--- src/rtl/pish_ram.sv ---
// Generic single-write, single-read RAM with registered read data.
module pish_ram #(
  parameter int WIDTH = 8,
  parameter int DEPTH = 16,
  parameter int AW    = (DEPTH > 1) ? $clog2(DEPTH) : 1
) (
  input  logic             clk,
  input  logic             we,
  input  logic [AW-1:0]    waddr,
  input  logic [WIDTH-1:0] wdata,
  input  logic [AW-1:0]    raddr,
  output logic [WIDTH-1:0] rdata
);

  logic [WIDTH-1:0] mem [DEPTH];

  always_ff @(posedge clk) begin
    if (we) begin
      mem[waddr] <= wdata;
    end
    rdata <= mem[raddr];
  end

endmodule

--- config.mk ---
export PLATFORM = sky130hd
export DESIGN_NAME = pish_ram
export DESIGN_NICKNAME = d
export VERILOG_FILES = /design/src/rtl/pish_ram.sv
export SDC_FILE = /design/constraint.sdc
export NUM_CORES = 1
export LEC_CHECK = 0
export BUFFER_PORTS_ARGS = -buffer_cell sky130_fd_sc_hd__buf_2
export CORE_MARGIN = 2
export CORE_UTILIZATION = 65
export DETAILED_ROUTE_END_ITERATION = 6
export PLACE_DENSITY = 0.87
export SYNTH_ARGS = -nofsm -noshare
export SYNTH_HDL_FRONTEND = slang
export SYNTH_SLANG_ARGS = --single-unit
--- constraint.sdc ---
create_clock -name clk -period 3.69 [get_ports clk]
set_input_delay 0.369 -clock clk [delete_from_list [all_inputs] [get_ports clk]]
set_output_delay 0.369 -clock clk [all_outputs]
set_load 0.02 [all_outputs]
* Yosys cells after proc, flatten, opt, wreduce, memory -nomap -nowiden
Memory sizes are Yosys's and may differ from the RTL's. A register that Yosys moved wholly into a read port is not among the register bits.
Index checks and enable logic that the tools add are counted.
** Operators by class
- $lt $le $gt $ge :: 0
- Shift operators :: 0
- Add/sub/neg operators :: 0
- Multiply operators :: 0
- Equal/unequal tests :: 0
- Multiplexer cells :: 2
- Reduce and logical (&&, ||, !) cells :: 0
- Bitwise operators :: 0
- Div/mod/pow operators :: 0
** Operators with widths (count)
- 1-bit 2-to-1 mux :: 2
** Word-level totals
- Memory bits (writable) :: 128
- Bits in latches :: 0
- Output and inout bits :: 8
- Memories kept :: 1
- Bits in read-only memories :: 0
- Flip-flop bits (word level) :: 0
** Memories
- mem :: words 16, width 8, read ports 1, clocked after memory_dff 1, wr ports 1, RTL line 15 : logic [WIDTH-1:0] mem [DEPTH];

* Depth between registers and ports, before layout
- Depth after elaboration :: 2
- Depth in mapped cells :: 5
- Depth with buffers taken out :: 3

* Worst setup path after synthesis
Ideal clock, no wire load.
- Path kind :: input to register
- Start :: input port waddr[2]
- End :: memory mem[0][0], enable pin
- Path buffers :: 0
- Arrival :: 1.479 ns
- Cell stages on the path :: 2
- Setup slack :: 1.828 ns
- Required time :: 3.307 ns
- Cell sequence :: or3b_2 > nor3_1
** RTL lines
- start: declaration :: RTL line 9 : input logic [AW-1:0] waddr,
- end: declaration :: RTL line 15
Straight into the memory's write port.

==> results.cfg <==
[drt]
drt_iter0_markers = 238
route.vias.total = 2473
drt-pass1-iter-count = 4
wl_mm = 10.1
ant_nets = 0
wire_per_inst_um = 26.5
route.detailed.drc = 0
vias_per_cell = 6.49

[critical_path]
cp_top_family = buffers and inverters
crit_path_end_kind = flop
cpMaxStageDelayCell = mux4_1
crit_arrival_ns = 2.28
cp.required_ns = 4.10
crit_fanout = 22
worstPathCellList = buf_2, buf_4, mux4_1, a22oi_1, nand2_1
path_class = input pin to flop
critPathMaxStageDelay_ns = 0.58
crit_buf_inv = 2
cp-start-kind = input pin

[timing]
min_period_over_period = 0.508
hold_viol_final = 0
slew_violations = 0
setup-tns-final_ns = 0
worst_pin_slew_ns = 1.25
slew-limit-headroom = 0.164
fmax_ghz = 0.534
layout_min_cycle_time_ns = 1.87
rsz0062_at_grt = false
finClkSkew_ns = 0.00983
setup_violations = 0

[yosys]
ys_types = 19
yosysSeqAreaShare = 0.778
synth_area_per_cell_um2 = 22.5
ys_seq_elements = 136
synthCells = 229
syn-cell-area_um2 = 5150
yosysWarnings = 0
syn-num-nets = 247

[finish]
mostFrequentLayoutCells = edfxtp_1 (128), buf_2 (25), mux4_2 (18)
final_cells = 381
drive_gt1_frac = 0.280
area_growth_pct = 16.3
antenna_cells = 0
utilization = 0.779
final_common_cell = edfxtp_1
fillerInstances = 399
multi_input_area_um2 = 1060
final_cell_area_um2 = 5990
layout.nets = 284
regArea_um2 = 4000

[grt]
antenna_found_initial = 0
grt-ovfl-total = 0
grtUsageTotal = 0.260
grt_pass1_vias = 2487
grt_pass1_wl_mm = 15.0
grt_max_degree = 33

[placed_design]
dpl-instance-area_um2 = 5340
dp.final_hpwl_mm = 5.74
io_buffer_count = 25
place_congestion = 0.744
place_inst = 349

[clocking]
clock-sinks = 136
cts_hold_buf = 0
cts_resized = 0
tritoncts = built
cts_setup_buffers = 0
root_buffer = clkbuf_8
cts_buffers = 17
clkTransAtPathRegs_ns = 0.06
htreeDepth = 4
cts_buffer_depth = 2
clock_latency_ns = 0.52

[die]
die_area_um2 = 8650
ios = 26
dieHeight_um = 93.0
initial_core_util = 0.670
num_rows = 32
core_area_um2 = 7690
fp.dieW_um = 93.0

[power]
power.density_nw_per_um2 = 625
total_power_mw = 3.74
p_leak_nw = 2.02
vdd_drop_max_mv = 0.468

[hold_path]
hold_path_class = input pin to flop

[job]
drv_cap = 0

[run_status]
status = completed
[path summary, 6_finish.rpt]
kind / start / to / slack, ns / depth (start not counted)
setup / recovery: raddr[0] / rdata[1]$_DFF_P_ / 1.82 / 5
hold / removal: wdata[5] / mem[0][5]$_DFFE_PP_ / 0.26 / 1
setup reg to reg: mem[0][1]$_DFFE_PP_ / rdata[1]$_DFF_P_ / 2.26 / 3
hold reg to reg: mem[12][3]$_DFFE_PP_ / rdata[3]$_DFF_P_ / 0.68 / 3
[synth_stat cells]
master / instances / area [um^2]
edfxtp_1: 128 / 3840
mux4_2: 18 / 405
a22oi_1: 16 / 120
mux4_1: 14 / 368
nor2_1: 13 / 48.8
nand2_1: 9 / 33.8
dfxtp_1: 8 / 160
nor3_1: 4 / 20.0
buf_2: 3 / 15.0
buf_6: 3 / 33.8
clkdlybuf4s25_2: 3 / 30.0
nand2b_1: 2 / 12.5
nand3b_1: 2 / 15.0
and2_1: 1 / 6.26
and2b_1: 1 / 7.51
buf_4: 1 / 7.51
nand3_1: 1 / 5.00
nor2b_1: 1 / 6.26
or3b_2: 1 / 8.76
[per-stage QoR]
step	setup WS, ns	hold WS (ns)
3_5_place_dp	1.29	0.657
3_3_place_gp	1.35	0.643
5_1_grt	1.74	0.233
6_report	1.82	0.260
2_1_floorplan	1.83	0.468
4_1_cts	1.80	0.239
[flip-flops by register name (all words and copies together), names as in the netlist]
register / flops
rdata: 8
mem: 128
[cell families after synthesis]
group	after synthesis	share of synthesized area
AOI/OAI and AO/OA	16	0.0233
buffers and inverters	10	0.0168
DFF	136	0.778
muxes	32	0.150
and+or+nand+nor	35	0.0318
[per-layer routing]
metal  global-route usage  vias to the layer above  wire [um]
li1                     -                     1050          -
met1                0.385                     1260       4050
met2                0.370                      145       4910
met3               0.0878                       18        917
met4               0.0956                        0        203
met5                    0                        -          0
[final cells by class]
| type | instances | share of cell area |
|---|---|---|
| clock buffers | 21 | 0.0767 |
| repair buffers | 28 | 0.0247 |
| well taps | 102 | 0.0213 |
| multi-input cells | 83 | 0.177 |
| clock inverters | 11 | 0.0322 |
| flip-flops and latches | 136 | 0.669 |
[power breakdown]
part	internal (mW)	leakage (nW)	switching, mW	total (mW)
Sequential	1.73	1.22	0.0103	1.74
Combinational	0.0628	0.486	0.105	0.168
Clock	1.22	0.315	0.617	1.84
Total	3.01	2.02	0.732	3.74
[worst reg2reg max path, delay by kind of cell, from the launching register on]
kind	cells	cell delay [ns]
compound gates	1	0.30
flops	1	0.41
mux	1	0.51
simple gates	1	0.10
Power figures use the tool's default switching activity.
