**src/rtl/pish_pkg.sv**
```systemverilog
// Shared constants and codes for the point-in-shape hit test block.
package pish_pkg;

  // Default sizes
  localparam int MAX_SHAPES_DEF = 32;
  localparam int MAX_COORDS_DEF = 256;
  localparam int COORD_BITS_DEF = 14;

  // Fixed field widths
  localparam int ACT_W  = 2;
  localparam int KIND_W = 3;
  localparam int TAG_W  = 8;
  localparam int QW     = 14;  // query and coordinate port width
  localparam int WW     = 16;  // working width for points
  localparam int MW     = 32;  // multiplier operand width
  localparam int PW     = 64;  // multiplier product width

  // Request actions
  localparam logic [ACT_W-1:0] ACT_CLEAR  = 2'd0;
  localparam logic [ACT_W-1:0] ACT_BEGIN  = 2'd1;
  localparam logic [ACT_W-1:0] ACT_APPEND = 2'd2;
  localparam logic [ACT_W-1:0] ACT_QUERY  = 2'd3;

  // Shape kinds
  localparam logic [KIND_W-1:0] KIND_RECT    = 3'd0;
  localparam logic [KIND_W-1:0] KIND_ELLIPSE = 3'd1;
  localparam logic [KIND_W-1:0] KIND_CIRCLE  = 3'd2;
  localparam logic [KIND_W-1:0] KIND_POLY    = 3'd3;

  // Coordinate counts
  localparam int BOX_N    = 4;
  localparam int CIRCLE_N = 3;
  localparam int POLY_MIN = 6;

endpackage

```
**src/rtl/pish_mul.sv**
```systemverilog
// Shared signed multiplier with a registered product.
module pish_mul (
  input  logic                         clk,
  input  logic signed [pish_pkg::MW-1:0] a,
  input  logic signed [pish_pkg::MW-1:0] b,
  output logic signed [pish_pkg::PW-1:0] p
);

  always_ff @(posedge clk) begin
    p <= a * b;
  end

endmodule

```
**config.mk**
```make
export PLATFORM = sky130hd
export DESIGN_NAME = pish_mul
export DESIGN_NICKNAME = d
export VERILOG_FILES = /design/src/rtl/pish_pkg.sv /design/src/rtl/pish_mul.sv
export SDC_FILE = /design/constraint.sdc
export NUM_CORES = 2
export LEC_CHECK = 0
export BUFFER_PORTS_ARGS = -buffer_cell sky130_fd_sc_hd__buf_2
export CORE_MARGIN = 2
export CORE_UTILIZATION = 55
export CTS_CLUSTER_SIZE = 40
export DETAILED_ROUTE_END_ITERATION = 8
export HOLD_SLACK_MARGIN = 0.15
export PLACE_DENSITY = 0.75
export SLEW_MARGIN = 20
export SYNTH_ARGS = -nofsm -noshare
export SYNTH_HDL_FRONTEND = slang
export SYNTH_SLANG_ARGS = --single-unit
```
**constraint.sdc**
```tcl
create_clock -name clk -period 8.1 [get_ports clk]
set_clock_uncertainty 0.2 [all_clocks]
set_input_delay 0.405 -clock clk [delete_from_list [all_inputs] [get_ports clk]]
set_output_delay 0.405 -clock clk [all_outputs]
set_load 0.05 [all_outputs]
```
; Yosys cells after proc, flatten, opt, wreduce, memory -nomap -nowiden
; Index checks and enable logic that the tools add are counted.
[word_totals]
register_bits = 64
inputBits = 65
[op_classes]
n_mul = 1
[ops]
columns = operator, n
row1 = multiplier 32 x 32 -> 64 bit, 1

; Logic depth before layout (Yosys ltp)
[depth]
depth_word = 1
depth_mapped = 28
ltp_nobuf = 27

; Least setup slack after synthesis
; OpenSTA, ideal clock, no wires.
[synth_timing]
path_kind = input-to-reg
start = input port b[2] in the netlist's numbering
end = register p[62] in the netlist's numbering
setup_time_ns = 0.072
t_arrival_ns = 7.594
t_required_ns = 7.828
slack_ns = 0.234
cell_stages = 24
cell_sequence = clkbuf_1 nand2_1 inv_1 fa_1 fa_1 fa_1 fa_1 inv_1 fa_1 inv_1 fa_1 inv_1 fa_1 inv_1 fa_1 ha_1 and3_1 nand2_1 or3_1 o22a_1 o211ai_1 a31oi_1 o31ai_1 xor2_1
[synth_between]
elab_chain_cells = 1
[synth_lines]
columns = element, line
row1 = "start, declared", pish_mul.sv:5  ; input logic signed [pish_pkg::MW-1:0] b,
row2 = multiplier 32 x 32 -> 64 bit, pish_mul.sv:10  ; p <= a * b;
row3 = "end signal, assigned", pish_mul.sv:10
row4 = "end, declared", pish_mul.sv:6  ; output logic signed [pish_pkg::PW-1:0] p
; No other way between the ends.

; Final worst setup path
[layout_timing]
start = input port a[9] in the netlist's numbering
end = register p[63] in the netlist's numbering
[layout_between]
elab_chain_cells = 1
[layout_lines]
columns = element, line
row1 = "start, declared", pish_mul.sv:4  ; input logic signed [pish_pkg::MW-1:0] a,
row2 = multiplier 32 x 32 -> 64 bit, pish_mul.sv:10
; No other way between the ends.

==> flow_metrics.py <==
metrics = {
    "yosys": {
        "synth_fp_nets": 5215,
        "synth_top_flop_cell": "dfxtp_1",
        "ys_ff_latch": 64,
        "synth-edff-count": 0,
        "syn-cell-area_sq_um": 37200,
        "ys_warn_count": 0,
        "syn_avg_cell_area_sq_um": 9.59,
        "ys_seq_area_share_pct": 3.44,
        "synth_area_leader_cell": "fa_1",
        "netlist.area_leader.share_pct": 58.2,
        "synth_cells": 3884,
        "netlist-cell-type-count": 63,
        "async_flop_share_pct": 0,
        "synthTopCellsByArea": "fa_1 58%, inv_1 9.6%, and2_1 8.7%",
    },
    "setup_path": {
        "cp_slowest_stage_delay_ns": 0.62,
        "crit_cells": 26,
        "end_kind": "flip-flop",
        "crit_required_ns": 8.24,
        "cp_max_fo": 15,
        "worstSetupPathType": "in2reg",
        "arrival_ns": 7.95,
        "crit_slowest_cell": "fa_1",
        "crit_top_cell": "fa_1",
        "crit_family": "adder cells",
        "critPathBufInv": 7,
        "start_kind": "input port",
    },
    "clock_tree": {
        "cts_tree": "built",
        "clockRootBuffer": "clkbuf_16",
        "postCtsSetupRepairBufs": 0,
        "clkSinkCount": 64,
        "cts_buffers": 9,
        "cts_max_path_buffers": 2,
        "htree_levels": 3,
        "path_clk_slew_ns": 0.08,
    },
    "drt": {
        "ant_nets": 0,
        "first_pass_iters": 8,
        "drt_iter0_drc": 1628,
        "post_drt_via_cell_ratio": 5.33,
        "vias": 26900,
        "routed_wl_mm": 98.4,
        "post_drt_wl_per_cell_microns": 19.5,
        "remaining_drc_errors": 0,
    },
    "floorplan": {
        "die_h_microns": 264,
        "die_x_microns": 264,
        "ioPinCount": 129,
        "initial_core_util_pct": 55.5,
        "dieArea_sq_um": 69800,
        "rows": 95,
        "core_area_sq_um": 67200,
    },
    "timing": {
        "timing.fmax_mhz": 128,
        "grt_setup_unrepaired": "no",
        "fin_crit_sh_pct": 96.5,
        "fin_hold_ws_ns": 0.335,
        "period_needed_ns": 7.82,
        "max_slew_margin_pct": 62.9,
        "worst_pin_slew_ns": 0.552,
        "hold_viol_final": 0,
        "finalSetupViolCount": 0,
        "slew_viol_final": 0,
    },
    "cells_and_area": {
        "drive_gt1_share_pct": 12.3,
        "multi_input_area_sq_um": 31600,
        "area_growth_pct": 11.4,
        "regMostFlops": "p",
        "final_util_pct": 61.8,
        "largest_reg_flops": 64,
        "design_area_sq_um": 41500,
        "final_nets": 5498,
        "layout.cells.most_common_list": "1,082 x fa_1, 952 x inv_1, 516 x and2_1",
        "final_common_cell": "fa_1",
        "fill_cells": 5417,
        "regArea_sq_um": 1280,
        "reg.largest.list": "p: 64 flops",
        "final_cells": 5049,
    },
    "place": {
        "placed_cell_area_sq_um": 41200,
        "io_buffers": 128,
        "placed_cells": 5029,
        "place_congestion": 0.948,
        "dpl.hpwl_mm": 87.7,
    },
    "global_route": {
        "antenna_found_initial": 12,
        "grt_usage_pct": 30.4,
        "grt_pass1_wl_mm": 163,
        "overflow": 0,
        "grt_pass1_vias": 29908,
        "grt_max_degree": 32,
    },
    "hold_path": {
        "min_from": "a[0]",
        "hold_path_end": "p[0]",
        "hold_path.class": "in2reg",
        "whs_path_depth": 3,
    },
    "outcome": {
        "status": "completed",
    },
    "job": {
        "max_cap_violations": 0,
    },
}
worst min-delay path, cell delays in order:
cell and delay, ns:
buf_2 0.15, buf_12 0.18, and2_1 0.15
worst max path at each step:
stage | start | end | slack [ns]
final | a[9] | p[63] | 0.28
after global routing | a[9] | p[60] | 0.004
after CTS | b[2] | p[62] | 0.19
after detailed placement | b[2] | p[62] | -0.25
after global placement | b[2] | p[62] | -0.23
after floorplan | b[2] | p[62] | 0.23
synthesized netlist by cell type, drive strengths merged, types with 13 or more instances:
master / number
nand3: 15
fa: 1082
a21oi: 68
xor2: 22
a31oi: 13
a21o: 25
o21bai: 15
ha: 184
xnor2: 53
o21ai: 31
clkbuf: 195
nand2: 511
dfxtp: 64
inv: 952
nor2: 42
and2: 516
cells by family after synthesis:
kind of cell    after synthesis  synth area share (%)
compound gates              193                  3.46
xor+xnor                     75                  1.76
simple gates               1134                  15.4
buf+inv                    1152                  11.6
flops                        64                  3.44
fa+ha+maj                  1266                  64.3
area by class of cell:
class / count / share of cell area (%)
Inverter: 952 / 8.61
Sequential cell: 64 / 3.09
Tap cell: 873 / 2.63
Clock inverter: 7 / 0.172
Timing Repair Buffer: 472 / 8.68
Multi-Input combinational cell: 2668 / 76.3
Antenna cell: 4 / 0.0241
Clock buffer: 9 / 0.543
routing by layer:
metal | track usage, % | vias to the layer above | routed length (microns)
li1 | - | 11617 | -
met1 | 38.3 | 13955 | 36900
met2 | 51.4 | 1033 | 49100
met3 | 6.15 | 277 | 7380
met4 | 12.4 | 18 | 4770
met5 | 0 | - | 116
timing repair:
action                                  in CTS  in global routing
hold buffers                                 0                  0
gates resized for setup                      0                  9
endpoints found under the setup margin       0                  6
per-stage QoR:
step	TNS [ns]	worst slack (ns)
2_1_floorplan	0	0.234
3_3_place_gp	-1.02	-0.231
3_5_place_dp	-1.14	-0.250
4_1_cts	0	0.186
5_1_grt	0	0.00413
6_report	0	0.283
Power is left out: the tool's default activity adds up to more than one toggle a clock period on the data nets, which glitch-free logic cannot reach.
